--- config.mk ---
export PLATFORM = sky130hd
export DESIGN_NAME = nth_root_radical_reducer
export DESIGN_NICKNAME = d
export VERILOG_FILES = /design/src/rtl/rrr_pkg.sv /design/src/rtl/rrr_div.sv /design/src/rtl/rrr_mul.sv /design/src/rtl/rrr_dpath.sv /design/src/rtl/rrr_ctrl.sv /design/src/rtl/nth_root_radical_reducer.sv
export SDC_FILE = /design/constraint.sdc
export NUM_CORES = 1
export LEC_CHECK = 0
export BUFFER_PORTS_ARGS = -buffer_cell sky130_fd_sc_hd__buf_4
export CAP_MARGIN = 10
export CORE_MARGIN = 2
export CORE_UTILIZATION = 35
export CTS_BUF_LIST = sky130_fd_sc_hd__clkbuf_8
export CTS_CLUSTER_DIAMETER = 40
export CTS_CLUSTER_SIZE = 20
export DETAILED_ROUTE_END_ITERATION = 8
export PLACE_DENSITY_LB_ADDON = 0.1
export SETUP_SLACK_MARGIN = 0.2
export SYNTH_ARGS = -nofsm -noshare
export SYNTH_HDL_FRONTEND = slang
export SYNTH_SLANG_ARGS = --single-unit
--- constraint.sdc ---
create_clock -name aclk -period 7.6 [get_ports aclk]
set_clock_uncertainty 0.2 [all_clocks]
set_input_delay 0.76 -clock aclk [delete_from_list [all_inputs] [get_ports aclk]]
set_output_delay 0.76 -clock aclk [all_outputs]
set_load 0.005 [all_outputs]
--- src/rtl/rrr_pkg.sv ---
// Shared types for the radical reducer: controller states, multiplier
// operand selects, and the command and status words between controller
// and datapath. No dependencies.
`timescale 1ns / 1ps

package rrr_pkg;

    // Width of the root index field.
    localparam int ROOT_W = 5;

    // Smallest root index the block works with.
    localparam logic [ROOT_W-1:0] ROOT_MIN = 5'd2;

    typedef enum logic [3:0] {
        ST_IDLE,
        ST_CHECK,
        ST_DIV_START,
        ST_DIV_WAIT,
        ST_CMAG_WAIT,
        ST_REST_START,
        ST_REST_WAIT,
        ST_NEXT_D,
        ST_TAIL,
        ST_TAIL_WAIT,
        ST_FINISH
    } state_t;

    // Operand pairs of the shared multiplier.
    typedef enum logic [1:0] {
        MUL_CMAG_D,
        MUL_REST_D,
        MUL_REST_N
    } mul_sel_t;

    typedef struct packed {
        logic     load;
        logic     div_start;
        logic     div_take;
        logic     mul_start;
        logic     mul_wr;
        mul_sel_t mul_sel;
        logic     cnt_dec;
        logic     next_d;
        logic     out_load;
    } cmd_t;

    typedef struct packed {
        logic sq_gt_n;
        logic div_done;
        logic rem_zero;
        logic cnt_last;
        logic cnt_zero;
        logic mul_done;
        logic n_gt_one;
        logic out_free;
    } status_t;

endpackage

--- src/rtl/rrr_div.sv ---
// Restoring divider, one quotient bit per cycle, for trial division.
// Standalone; used by rrr_dpath.
`timescale 1ns / 1ps

module rrr_div #(
    parameter int W  = 32,
    parameter int DW = 17
) (
    input  logic          aclk,
    input  logic          aresetn,
    input  logic          start,
    input  logic [W-1:0]  dividend,
    input  logic [DW-1:0] divisor,
    output logic          done,
    output logic [W-1:0]  quot,
    output logic [DW-1:0] rem
);
    localparam int CW = $clog2(W + 1);

    logic [W-1:0]  q_reg, q_next;
    logic [DW-1:0] rem_reg, rem_next;
    logic [DW-1:0] dvs_reg;
    logic [CW-1:0] cnt_reg, cnt_next;
    logic          busy_reg, busy_next;
    logic          done_reg, done_next;
    logic [DW:0]   trial;
    logic [DW:0]   diff;
    logic          ge;

    // One restoring step: bring down the next dividend bit and try the divisor.
    always_comb begin
        trial = {rem_reg, q_reg[W-1]};
        diff  = trial - {1'b0, dvs_reg};
        ge    = trial >= {1'b0, dvs_reg};
    end

    always_comb begin
        q_next    = q_reg;
        rem_next  = rem_reg;
        cnt_next  = cnt_reg;
        busy_next = busy_reg;
        done_next = 1'b0;
        if (start) begin
            q_next    = dividend;
            rem_next  = '0;
            cnt_next  = CW'(W);
            busy_next = 1'b1;
        end else if (busy_reg) begin
            q_next   = {q_reg[W-2:0], ge};
            rem_next = ge ? diff[DW-1:0] : trial[DW-1:0];
            cnt_next = cnt_reg - CW'(1);
            if (cnt_reg == CW'(1)) begin
                busy_next = 1'b0;
                done_next = 1'b1;
            end
        end
    end

    always_ff @(posedge aclk) begin
        if (!aresetn) begin
            cnt_reg  <= '0;
            busy_reg <= 1'b0;
            done_reg <= 1'b0;
        end else begin
            cnt_reg  <= cnt_next;
            busy_reg <= busy_next;
            done_reg <= done_next;
        end
    end

    always_ff @(posedge aclk) begin
        q_reg   <= q_next;
        rem_reg <= rem_next;
        if (start) begin
            dvs_reg <= divisor;
        end
    end

    assign done = done_reg;
    assign quot = q_reg;
    assign rem  = rem_reg;

endmodule

--- src/rtl/rrr_mul.sv ---
// Shift-and-add multiplier, one bit of b per cycle from the top, whose
// running product saturates at 2^(W-1)+1. Standalone; used by rrr_dpath.
`timescale 1ns / 1ps

module rrr_mul #(
    parameter int W = 32
) (
    input  logic         aclk,
    input  logic         aresetn,
    input  logic         start,
    input  logic [W-1:0] a,
    input  logic [W-1:0] b,
    output logic         done,
    output logic [W-1:0] prod
);
    localparam int CW = $clog2(W + 1);
    localparam logic [W-1:0] CAP = {1'b1, {(W-2){1'b0}}, 1'b1};

    logic [W-1:0]  acc_reg, acc_next;
    logic [W-1:0]  a_reg;
    logic [W-1:0]  b_reg, b_next;
    logic [CW-1:0] cnt_reg, cnt_next;
    logic          busy_reg, busy_next;
    logic          done_reg, done_next;
    logic [W+1:0]  sum;
    logic [W-1:0]  sat;

    // Double the product so far and add a when the current bit of b is set.
    // Once the value reaches the cap it can only grow, so clamping each step
    // gives the clamped final product.
    always_comb begin
        sum = {1'b0, acc_reg, 1'b0} + (b_reg[W-1] ? {2'b00, a_reg} : '0);
        sat = (sum > {2'b00, CAP}) ? CAP : sum[W-1:0];
    end

    always_comb begin
        acc_next  = acc_reg;
        b_next    = b_reg;
        cnt_next  = cnt_reg;
        busy_next = busy_reg;
        done_next = 1'b0;
        if (start) begin
            acc_next  = '0;
            b_next    = b;
            cnt_next  = CW'(W);
            busy_next = 1'b1;
        end else if (busy_reg) begin
            acc_next = sat;
            b_next   = {b_reg[W-2:0], 1'b0};
            cnt_next = cnt_reg - CW'(1);
            if (cnt_reg == CW'(1)) begin
                busy_next = 1'b0;
                done_next = 1'b1;
            end
        end
    end

    always_ff @(posedge aclk) begin
        if (!aresetn) begin
            cnt_reg  <= '0;
            busy_reg <= 1'b0;
            done_reg <= 1'b0;
        end else begin
            cnt_reg  <= cnt_next;
            busy_reg <= busy_next;
            done_reg <= done_next;
        end
    end

    always_ff @(posedge aclk) begin
        acc_reg <= acc_next;
        b_reg   <= b_next;
        if (start) begin
            a_reg <= a;
        end
    end

    assign done = done_reg;
    assign prod = acc_reg;

endmodule

--- src/rtl/rrr_dpath.sv ---
// Datapath of the radical reducer: working registers, the trial divider,
// the shared multiplier and the result register. Uses rrr_pkg, rrr_div
// and rrr_mul.
`timescale 1ns / 1ps

module rrr_dpath #(
    parameter int W = 32
) (
    input  logic                       aclk,
    input  logic                       aresetn,
    input  rrr_pkg::cmd_t              cmd,
    output rrr_pkg::status_t           status,
    input  logic [W-1:0]               s_coefficient_in,
    input  logic [W-1:0]               s_radicand_in,
    input  logic [rrr_pkg::ROOT_W-1:0] s_root_index,
    output logic                       m_valid,
    input  logic                       m_ready,
    output logic [W-1:0]               m_coefficient_out,
    output logic [W-2:0]               m_radicand_out,
    output logic                       m_overflow
);
    import rrr_pkg::*;

    // Trial divisors stay at most just above the square root of 2^(W-1).
    localparam int DW = (W + 1) / 2 + 1;
    localparam int SW = 2 * DW;
    localparam logic [W-1:0] LIMIT = {1'b1, {(W-1){1'b0}}};

    logic [W-1:0]      cmag_reg;
    logic [W-1:0]      n_reg;
    logic [W-1:0]      rest_reg;
    logic [DW-1:0]     d_reg;
    logic [SW-1:0]     sq_reg;
    logic [ROOT_W-1:0] cnt_reg;
    logic [ROOT_W-1:0] root_reg;
    logic              neg_reg;

    logic              out_valid_reg, out_valid_next;
    logic [W-1:0]      out_coef_reg;
    logic [W-2:0]      out_rad_reg;
    logic              out_ovf_reg;

    logic              cneg, rneg;
    logic [W-1:0]      cmag_in, rmag_in;
    logic [ROOT_W-1:0] cnt_inc;

    logic              div_done;
    logic [W-1:0]      div_quot;
    logic [DW-1:0]     div_rem;
    logic              mul_done;
    logic [W-1:0]      mul_a, mul_b, mul_prod;

    logic              fin_ovf;
    logic [W-1:0]      fin_cmag;
    logic [W-1:0]      fin_coef;
    logic [W-2:0]      fin_rad;

    // Sign and magnitude of the incoming words; the most negative value
    // wraps to exactly 2^(W-1).
    always_comb begin
        cneg    = s_coefficient_in[W-1];
        rneg    = s_radicand_in[W-1];
        cmag_in = cneg ? (~s_coefficient_in + W'(1)) : s_coefficient_in;
        rmag_in = rneg ? (~s_radicand_in + W'(1)) : s_radicand_in;
        cnt_inc = cnt_reg + ROOT_W'(1);
    end

    // Operand selection for the shared multiplier.
    always_comb begin
        unique case (cmd.mul_sel)
            MUL_CMAG_D: begin
                mul_a = cmag_reg;
                mul_b = {{(W-DW){1'b0}}, d_reg};
            end
            MUL_REST_D: begin
                mul_a = rest_reg;
                mul_b = {{(W-DW){1'b0}}, d_reg};
            end
            MUL_REST_N: begin
                mul_a = rest_reg;
                mul_b = n_reg;
            end
            default: begin
                mul_a = rest_reg;
                mul_b = n_reg;
            end
        endcase
    end

    rrr_div #(
        .W  (W),
        .DW (DW)
    ) u_div (
        .aclk     (aclk),
        .aresetn  (aresetn),
        .start    (cmd.div_start),
        .dividend (n_reg),
        .divisor  (d_reg),
        .done     (div_done),
        .quot     (div_quot),
        .rem      (div_rem)
    );

    rrr_mul #(
        .W (W)
    ) u_mul (
        .aclk    (aclk),
        .aresetn (aresetn),
        .start   (cmd.mul_start),
        .a       (mul_a),
        .b       (mul_b),
        .done    (mul_done),
        .prod    (mul_prod)
    );

    // Working registers of the factorization.
    always_ff @(posedge aclk) begin
        if (cmd.load) begin
            cmag_reg <= cmag_in;
            n_reg    <= rmag_in;
            rest_reg <= (rmag_in[W-1:1] == '0) ? rmag_in : W'(1);
            d_reg    <= DW'(2);
            sq_reg   <= SW'(4);
            cnt_reg  <= '0;
            root_reg <= (s_root_index < ROOT_MIN) ? ROOT_MIN : s_root_index;
            neg_reg  <= cneg ^ rneg;
        end else begin
            if (cmd.div_take) begin
                n_reg   <= div_quot;
                cnt_reg <= (cnt_inc == root_reg) ? '0 : cnt_inc;
            end
            if (cmd.cnt_dec) begin
                cnt_reg <= cnt_reg - ROOT_W'(1);
            end
            if (cmd.mul_wr) begin
                if (cmd.mul_sel == MUL_CMAG_D) begin
                    cmag_reg <= mul_prod;
                end else begin
                    rest_reg <= mul_prod;
                end
            end
            if (cmd.next_d) begin
                d_reg  <= d_reg + DW'(1);
                sq_reg <= sq_reg + {{(SW-DW-1){1'b0}}, d_reg, 1'b1};
            end
        end
    end

    // Sign, saturation and the overflow flag of the finished word.
    always_comb begin
        fin_ovf  = 1'b0;
        fin_cmag = cmag_reg;
        fin_coef = '0;
        if (cmag_reg != '0) begin
            if (neg_reg) begin
                if (cmag_reg > LIMIT) begin
                    fin_ovf  = 1'b1;
                    fin_cmag = LIMIT;
                end
                fin_coef = ~fin_cmag + W'(1);
            end else begin
                if (cmag_reg[W-1]) begin
                    fin_ovf  = 1'b1;
                    fin_cmag = LIMIT - W'(1);
                end
                fin_coef = fin_cmag;
            end
        end
        fin_rad = rest_reg[W-1] ? {(W-1){1'b1}} : rest_reg[W-2:0];
    end

    // Result register: holds a word until the consumer takes it.
    always_comb begin
        out_valid_next = out_valid_reg;
        if (cmd.out_load) begin
            out_valid_next = 1'b1;
        end else if (m_ready) begin
            out_valid_next = 1'b0;
        end
    end

    always_ff @(posedge aclk) begin
        if (!aresetn) begin
            out_valid_reg <= 1'b0;
        end else begin
            out_valid_reg <= out_valid_next;
        end
    end

    always_ff @(posedge aclk) begin
        if (cmd.out_load) begin
            out_coef_reg <= fin_coef;
            out_rad_reg  <= fin_rad;
            out_ovf_reg  <= fin_ovf;
        end
    end

    // Status back to the controller.
    always_comb begin
        status.sq_gt_n  = sq_reg > {{(SW-W){1'b0}}, n_reg};
        status.div_done = div_done;
        status.rem_zero = div_rem == '0;
        status.cnt_last = cnt_inc == root_reg;
        status.cnt_zero = cnt_reg == '0;
        status.mul_done = mul_done;
        status.n_gt_one = n_reg[W-1:1] != '0;
        status.out_free = !out_valid_reg || m_ready;
    end

    assign m_valid           = out_valid_reg;
    assign m_coefficient_out = out_coef_reg;
    assign m_radicand_out    = out_rad_reg;
    assign m_overflow        = out_ovf_reg;

endmodule

--- src/rtl/rrr_ctrl.sv ---
// Controller of the radical reducer: sequences trial division, power
// extraction and the final product. Uses rrr_pkg.
`timescale 1ns / 1ps

module rrr_ctrl (
    input  logic             aclk,
    input  logic             aresetn,
    input  logic             s_valid,
    output logic             s_ready,
    input  rrr_pkg::status_t status,
    output rrr_pkg::cmd_t    cmd
);
    import rrr_pkg::*;

    state_t state_reg, state_next;

    always_ff @(posedge aclk) begin
        if (!aresetn) begin
            state_reg <= ST_IDLE;
        end else begin
            state_reg <= state_next;
        end
    end

    // Next state.
    always_comb begin
        state_next = state_reg;
        unique case (state_reg)
            ST_IDLE: begin
                if (s_valid) begin
                    state_next = ST_CHECK;
                end
            end
            ST_CHECK: begin
                state_next = status.sq_gt_n ? ST_TAIL : ST_DIV_WAIT;
            end
            ST_DIV_START: begin
                state_next = ST_DIV_WAIT;
            end
            ST_DIV_WAIT: begin
                if (status.div_done) begin
                    if (status.rem_zero) begin
                        state_next = status.cnt_last ? ST_CMAG_WAIT : ST_DIV_START;
                    end else begin
                        state_next = status.cnt_zero ? ST_NEXT_D : ST_REST_START;
                    end
                end
            end
            ST_CMAG_WAIT: begin
                if (status.mul_done) begin
                    state_next = ST_DIV_START;
                end
            end
            ST_REST_START: begin
                state_next = ST_REST_WAIT;
            end
            ST_REST_WAIT: begin
                if (status.mul_done) begin
                    state_next = status.cnt_zero ? ST_NEXT_D : ST_REST_START;
                end
            end
            ST_NEXT_D: begin
                state_next = ST_CHECK;
            end
            ST_TAIL: begin
                state_next = status.n_gt_one ? ST_TAIL_WAIT : ST_FINISH;
            end
            ST_TAIL_WAIT: begin
                if (status.mul_done) begin
                    state_next = ST_FINISH;
                end
            end
            ST_FINISH: begin
                if (status.out_free) begin
                    state_next = ST_IDLE;
                end
            end
            default: begin
                state_next = ST_IDLE;
            end
        endcase
    end

    // Commands to the datapath.
    always_comb begin
        cmd         = '0;
        cmd.mul_sel = MUL_REST_D;
        s_ready     = 1'b0;
        unique case (state_reg)
            ST_IDLE: begin
                s_ready  = 1'b1;
                cmd.load = s_valid;
            end
            ST_CHECK: begin
                cmd.div_start = !status.sq_gt_n;
            end
            ST_DIV_START: begin
                cmd.div_start = 1'b1;
            end
            ST_DIV_WAIT: begin
                // A full power of the divisor moves into the coefficient.
                cmd.mul_sel = MUL_CMAG_D;
                if (status.div_done && status.rem_zero) begin
                    cmd.div_take  = 1'b1;
                    cmd.mul_start = status.cnt_last;
                end
            end
            ST_CMAG_WAIT: begin
                cmd.mul_sel = MUL_CMAG_D;
                cmd.mul_wr  = status.mul_done;
            end
            ST_REST_START: begin
                cmd.mul_sel   = MUL_REST_D;
                cmd.mul_start = 1'b1;
                cmd.cnt_dec   = 1'b1;
            end
            ST_REST_WAIT: begin
                cmd.mul_sel = MUL_REST_D;
                cmd.mul_wr  = status.mul_done;
            end
            ST_NEXT_D: begin
                cmd.next_d = 1'b1;
            end
            ST_TAIL: begin
                cmd.mul_sel   = MUL_REST_N;
                cmd.mul_start = status.n_gt_one;
            end
            ST_TAIL_WAIT: begin
                cmd.mul_sel = MUL_REST_N;
                cmd.mul_wr  = status.mul_done;
            end
            ST_FINISH: begin
                cmd.out_load = status.out_free;
            end
            default: begin
                cmd = '0;
            end
        endcase
    end

    // The divider and the multiplier are never started together.
    assert property (@(posedge aclk) disable iff (!aresetn)
        !(cmd.div_start && cmd.mul_start))
        else $error("divider and multiplier started in the same cycle");

    // A division finishes only while the controller waits for it.
    assert property (@(posedge aclk) disable iff (!aresetn)
        status.div_done |-> state_reg == ST_DIV_WAIT)
        else $error("division finished outside its wait state");

    // A product finishes only while the controller waits for one.
    assert property (@(posedge aclk) disable iff (!aresetn)
        status.mul_done |-> (state_reg == ST_CMAG_WAIT || state_reg == ST_REST_WAIT ||
                             state_reg == ST_TAIL_WAIT))
        else $error("product finished outside a wait state");

    // A word is loaded into the result register only when it is free.
    assert property (@(posedge aclk) disable iff (!aresetn)
        cmd.out_load |-> status.out_free)
        else $error("result register overwritten while still held");

    // After a new item is taken, the first step is the divisor check.
    assert property (@(posedge aclk) disable iff (!aresetn)
        cmd.load |=> state_reg == ST_CHECK)
        else $error("item taken without starting the divisor check");

endmodule

--- src/rtl/nth_root_radical_reducer.sv ---
// Top level of the nth-root radical reducer: controller plus datapath.
// Uses rrr_pkg, rrr_ctrl and rrr_dpath.
//
//   Channel   Handshake           Word
//   s_        s_valid / s_ready   s_coefficient_in, s_radicand_in, s_root_index
//   m_        m_valid / m_ready   m_coefficient_out, m_radicand_out, m_overflow
//
// An item runs a trial division for every divisor from 2 up to the square root
// of what remains of the radicand, another division for every division that
// leaves no remainder, and a multiplication for every product formed, besides
// the steps to load and finish.
// The bit-serial trial divider and the shift-and-add multiplier do this work.
// One item is worked on at a time; a new word is taken while the last result
// still waits in the output register.
// Reset is synchronous and active low and empties the block.
// A stalled m_ready holds the result and, once the next item is done, s_ready.
`timescale 1ns / 1ps

module nth_root_radical_reducer #(
    parameter int VALUE_WIDTH = 32
) (
    input  logic                       aclk,
    input  logic                       aresetn,
    input  logic                       s_valid,
    output logic                       s_ready,
    input  logic [VALUE_WIDTH-1:0]     s_coefficient_in,
    input  logic [VALUE_WIDTH-1:0]     s_radicand_in,
    input  logic [rrr_pkg::ROOT_W-1:0] s_root_index,
    output logic                       m_valid,
    input  logic                       m_ready,
    output logic [VALUE_WIDTH-1:0]     m_coefficient_out,
    output logic [VALUE_WIDTH-2:0]     m_radicand_out,
    output logic                       m_overflow
);
    import rrr_pkg::*;

    cmd_t    cmd;
    status_t status;

    rrr_ctrl u_ctrl (
        .aclk    (aclk),
        .aresetn (aresetn),
        .s_valid (s_valid),
        .s_ready (s_ready),
        .status  (status),
        .cmd     (cmd)
    );

    rrr_dpath #(
        .W (VALUE_WIDTH)
    ) u_dpath (
        .aclk              (aclk),
        .aresetn           (aresetn),
        .cmd               (cmd),
        .status            (status),
        .s_coefficient_in  (s_coefficient_in),
        .s_radicand_in     (s_radicand_in),
        .s_root_index      (s_root_index),
        .m_valid           (m_valid),
        .m_ready           (m_ready),
        .m_coefficient_out (m_coefficient_out),
        .m_radicand_out    (m_radicand_out),
        .m_overflow        (m_overflow)
    );

endmodule

Word-level counts from Yosys, hierarchy flattened --
Index checks and enable logic that the tools add are counted.
Operators by class: equal/unequal tests 21, bitwise gates (word level) 7, $mul 0, div/mod/pow operators 0, add/sub/neg operators 11, shifts and indexed selects 0, reductions and logical operators 29, order comparisons 5, mux-type cells 68
Operators with widths (count):
- 32-bit two-way mux | 23
- 32-bit by 1-bit adder with 32-bit output (second input constant) | 3
- 32-bit NOT | 3
- 4-bit case mux with 11 select lines | 1
- 33-bit by 34-bit adder with 34-bit output | 1
- 34-bit by 18-bit adder with 34-bit output | 1
- 34-bit by 32-bit > comparator with 1-bit output | 1
- 34-bit by 32-bit > comparator with 1-bit output (second input constant) | 1
- 32-bit > comparator (second input constant) | 1
- 4-bit two-way mux | 8
- 32-bit nonzero test | 1
- 31-bit zero test | 1
- 31-bit two-way mux | 1
- 31-bit nonzero test | 1
- 6-bit two-way mux | 4
- 1-bit two-way mux | 20
- 18-bit by 17-bit greater-or-equal comparator with 1-bit output | 1
- 17-bit by 1-bit adder with 17-bit output (second input constant) | 1
- 17-bit zero test | 1
- 17-bit two-way mux | 1
- 17-bit subtractor | 1
- 4-bit by 3-bit == test with 1-bit output (second input constant) | 4
- 5-bit two-way mux | 3
- 2-bit nonzero test | 7
- other kinds (30) | 51
Word-level totals: bits in latches 0, memories kept 0, output and inout port bits 66, register bits 405, logic and storage cells 168, memory bits (writable) 0, input port bits 73, bits in read-only memories 0

Logic depth before layout (Yosys ltp) --
word-level depth 7, gate-level depth with buffers 16, gate-level depth less buffers 14

Hierarchy --
Synthesis repeated with hierarchy kept, for this count alone.
Second synthesis, totals: cells, all modules 2492, area, all modules 24782.5 um^2
By module, submodules not included:
- rrr_dpath | area each 14290.0 um^2, cells an instance 1489, sequential area each 6125.9 um^2, times used 1
- rrr_mul | area each 5998.3 um^2, cells an instance 564, sequential area each 2722.6 um^2, times used 1
- rrr_div | area each 3920.0 um^2, cells an instance 361, sequential area each 1971.9 um^2, times used 1
- rrr_ctrl | area each 574.3 um^2, cells an instance 78, sequential area each 80.1 um^2, times used 1

Least setup slack after synthesis --
OpenSTA, ideal clock, no wires.
kind register to register, from reg u_ctrl.state_reg[2], to reg u_dpath.cmag_reg[0] (enable), buffers on the path 2, cell stages (with the launch flop) 5, clock period less this slack 6.745 ns, arrival time 5.950 ns, data required time 6.805 ns, setup time 0.595 ns, path slack 0.855 ns, cells stage by stage dfxtp_1 -> clkbuf_1 -> clkbuf_1 -> nand2_1 -> a2111oi_0
Between the ends: word-level cells in the longest chain between the ends 6, elaborated cells on any way between the ends 20, those cells by class eq/ne (9); mux (3); reduce/logical (8)
RTL lines:
- start, declared | line rrr_ctrl.sv:15 | state_t state_reg, state_next;
- start signal, assigned | line rrr_ctrl.sv:21 | state_reg <= state_next;
- 4-bit by 1-bit == test with 1-bit output, or another cell as far along | line rrr_ctrl.sv:89 | unique case (state_reg)
- 7-bit OR reduction (no line) / 2-bit OR reduction (equally long branches)
- 2-bit case mux with 2 select lines | line rrr_ctrl.sv:89
- 2-bit zero test | line rrr_dpath.sv:136 | if (cmd.mul_sel == MUL_CMAG_D) begin
- 2-bit nonzero test (no line)
- 2-bit AND reduction (no line) *
- end signal, assigned | line rrr_dpath.sv:119 | cmag_reg <= cmag_in;
- end signal, assigned | line rrr_dpath.sv:137 | cmag_reg <= mul_prod;
- end, declared | line rrr_dpath.sv:29 | logic [W-1:0] cmag_reg;
Every way passes the cells marked *; elsewhere a longest branch is shown, timed or not. A chain may end at the register's enable or synchronous reset.

Final worst setup path --
from reg u_dpath.u_mul.b_reg[31], to reg u_dpath.u_mul.acc_reg[0] (netlist: u_dpath.u_mul.prod[0])
Between the ends: word-level cells in the longest chain between the ends 4
RTL lines:
- start, declared | line rrr_mul.sv:21 | logic [W-1:0] b_reg, b_next;
- start signal, assigned | line rrr_mul.sv:72 | b_reg <= b_next;
- 32-bit two-way mux * | line rrr_mul.sv:32 | sum = {1'b0, acc_reg, 1'b0} + (b_reg[W-1] ? {2'b00, a_reg} : '0);
- 33-bit by 34-bit adder with 34-bit output * | line rrr_mul.sv:32
- 34-bit by 32-bit > comparator with 1-bit output | line rrr_mul.sv:33 | sat = (sum > {2'b00, CAP}) ? CAP : sum[W-1:0];
- 32-bit two-way mux * | line rrr_mul.sv:33
- end signal, assigned | line rrr_mul.sv:71 | acc_reg <= acc_next;
- end, declared | line rrr_mul.sv:19 | logic [W-1:0] acc_reg, acc_next;
Marks and branches as above.

==> impl_metrics.tcl <==
set metrics [dict create \
    status "finished, final reports clean" \
    numCtsBuffers 83 \
    wl_per_cell_um 19.0 \
    layout-drive-gt1-share_pct 16.0 \
    yosysSeqAreaShare_pct 46.8 \
    critical_path_peak_fanout 32 \
    power_leakage_nw 10.4 \
    hold_viol 0 \
    crit_chain "and2_1 -> ha_1 -> fa_1 -> a21oi_1 -> o211a_1 -> o21ai_1 -> a21oi_1 -> o21ai_0 -> nand2_1 -> o31a_1 -> mux2i_1 -> nand2_1 -> a21boi_1 -> o221a_2" \
    maxCapViolCount 0 \
    syn_nets 2607 \
    finalInstanceArea_um2 26900 \
    cpMaxStageDelayCell "edfxtp_1" \
    grt_max_degree 70 \
    synthArstFlopShare_pct 0 \
    crit-reg2reg-capture "u_dpath.u_mul.prod[0]" \
    synth_warnings 0 \
    antenna_found_initial 4 \
    dieHeight_um 262 \
    setup_tns_ns 0 \
    fillers 6648 \
    path_clk_slew_ns 0.06 \
    clk_latency_ns 0.67 \
    die_w_um 262 \
    synth.distinct_cells 94 \
    placed_area_um2 25100 \
    synth_edf_count 279 \
    relSlewSlack_pct 21.3 \
    dr.pass1.iters 5 \
    power.density_nw_per_um2 362 \
    dp_hpwl_um 47800 \
    total_power_mw 9.72 \
    cts_tree "done" \
    r2r_cells 14 \
    drtIter0Drc 1194 \
    cts_resized 0 \
    cp.required_ns 7.96 \
    worstHoldStart "s_root_index[2]" \
    grt_pass1_wl_um 103000 \
    critPathMaxStageDelay_ns 0.94 \
    rrSetupSlack_ns 2.64 \
    port_buffers 138 \
    root_buffer "clkbuf_8" \
    boundaryPins 139 \
    start_util_pct 35.4 \
    drt-total-wl_um 66100 \
    worstHoldPathCells 1 \
    setup_viol 0 \
    whs_ns 0.113 \
    ant_nets 0 \
    min_path_type "in -> reg" \
    hold_path_end "u_dpath.root_reg[2]" \
    synth_ff_type "edfxtp_1" \
    gr-usage-all-layers_pct 19.2 \
    period_share_pct 65.2 \
    final_util_pct 40.8 \
    cp.arrival_ns 5.32 \
    grt_pass1_vias 18000 \
    synth.cell_area_um2 23300 \
    crit_buf_inv 0 \
    syn_area_per_cell_um2 9.61 \
    cts_setup_buffers 0 \
    vdd_drop_max_uv 237 \
    gp_congestion 0.855 \
    startpoint "u_dpath.u_mul.b_reg[31]" \
    cts.path.max_buffers 3 \
    drc 0 \
    final_common_cell "nand2_1" \
    fmax_mhz 202 \
    crit_path_end_kind "flop" \
    path_class "reg -> reg" \
    postCtsHoldBufs 0 \
    cts_sinks 405 \
    min_period_ns 4.96 \
    fin_nets 2724 \
    avgViaCountPerCell 5.30 \
    via_count 18400 \
    path_delay_family "compound AO/OA/AOI/OAI gates" \
    r2r-start "u_dpath.u_mul.b_reg[31]" \
    final_cell_mix "nand2_1, edfxtp_1, o21ai_0" \
    row_count 94 \
    largest_reg_flops 34 \
    cts.htree.levels 3 \
    core_um2 65900 \
    synthCells 2424 \
    dieArea_um2 68600 \
    ys_ff_latch 405 \
    grt_overflow 0 \
    crit_path_start_kind "flop" \
    worst_pin_slew_ns 1.18 \
    grt_setup_unrepaired "false" \
    finalMaxSlewViolations 0 \
    areaGrowthSynthToFinish_pct 15.4 \
]
-- per-layer routing --
layer	vias up	GRT usage [%]	wire [um]
li1	9085	-	-
met2	416	30.8	30300
met1	8842	26.6	31400
met5	-	0	13
met4	2	5.98	1330
met3	78	2.84	3020
-- final cells by class --
type	count	area [um2]	share of cell area, %
multi-input combinational	1778	11500	42.7
clock inverter	65	608	2.26
clock buffer	87	1200	4.45
sequential	405	10900	40.5
tap	864	1080	4.02
inverter	112	422	1.57
timing repair buffer	161	1210	4.49
antenna	1	2.50	0.00930
-- logic make-up (layout without fill, tap and decap cells) --
logic type                 Yosys count  count (layout)  synth area share, %
DFF                                405             405                 46.8
xor gates and xnor gates           155             155                 5.83
other                                0               1                    0
buffers and inverters              241             425                 4.10
adders and majority gates          110             110                 6.00
muxes                               53              53                 2.44
AOI/OAI and AO/OA                  623             623                 16.9
and+or+nand+nor                    837             837                 17.9
-- through the flow --
step	instances	worst slack [ns]
floorplan	2424	0.855
global placement	3320	2.73
detailed placement	3320	2.64
CTS	3472	2.63
global route	3473	2.21
finish	3473	2.64
-- cells in the mapped netlist, types with 6 or more instances --
cell type,count,area (um2)
clkbuf_1,99,372
nor3b_1,6,45.0
a21oi_1,132,661
mux2i_1,22,220
o21bai_1,9,67.6
or3_1,28,175
xor2_1,65,569
or4_1,10,75.1
dfxtp_1,126,2520
nor2b_1,19,119
nand2_1,295,1110
nand3_1,80,400
buf_2,7,35.0
a21o_1,62,465
nand2b_1,22,138
nor2_1,131,492
a21boi_0,6,45.0
o211ai_1,12,90.1
inv_1,110,413
ha_1,107,1340
nor4_1,26,163
buf_1,15,56.3
a22oi_1,13,97.6
nand4_1,35,219
and2_1,55,344
o311ai_0,6,52.6
o21a_1,18,135
o32ai_1,17,149
a31oi_1,13,81.3
a211oi_1,13,97.6
and3_1,8,50.1
or2_2,40,250
nor3_1,45,225
mux2_2,31,349
edfxtp_1,279,8380
o41ai_1,9,78.8
o31ai_1,26,195
nand3b_1,7,52.6
xnor2_1,90,788
o21ai_0,220,1100
-- how the worst max path moves through the flow --
stage / cells past startpoint / end / slack (ns)
floorplan: 4 / u_dpath.cmag_reg[0] / 0.85
global placement: 14 / u_dpath.u_mul.prod[0] / 2.73
detailed placement: 14 / u_dpath.u_mul.prod[0] / 2.64
CTS: 14 / u_dpath.u_mul.prod[0] / 2.63
global route: 14 / u_dpath.u_mul.prod[20] / 2.21
finish: 14 / u_dpath.u_mul.prod[0] / 2.64
-- where the power goes --
group,leakage [nW],switching [mW],internal [mW]
registers,3.63,0.518,3.23
clock network,0.924,1.13,1.33
logic,5.89,2.20,1.31
Note: power is estimated with default switching activity, not from simulation.
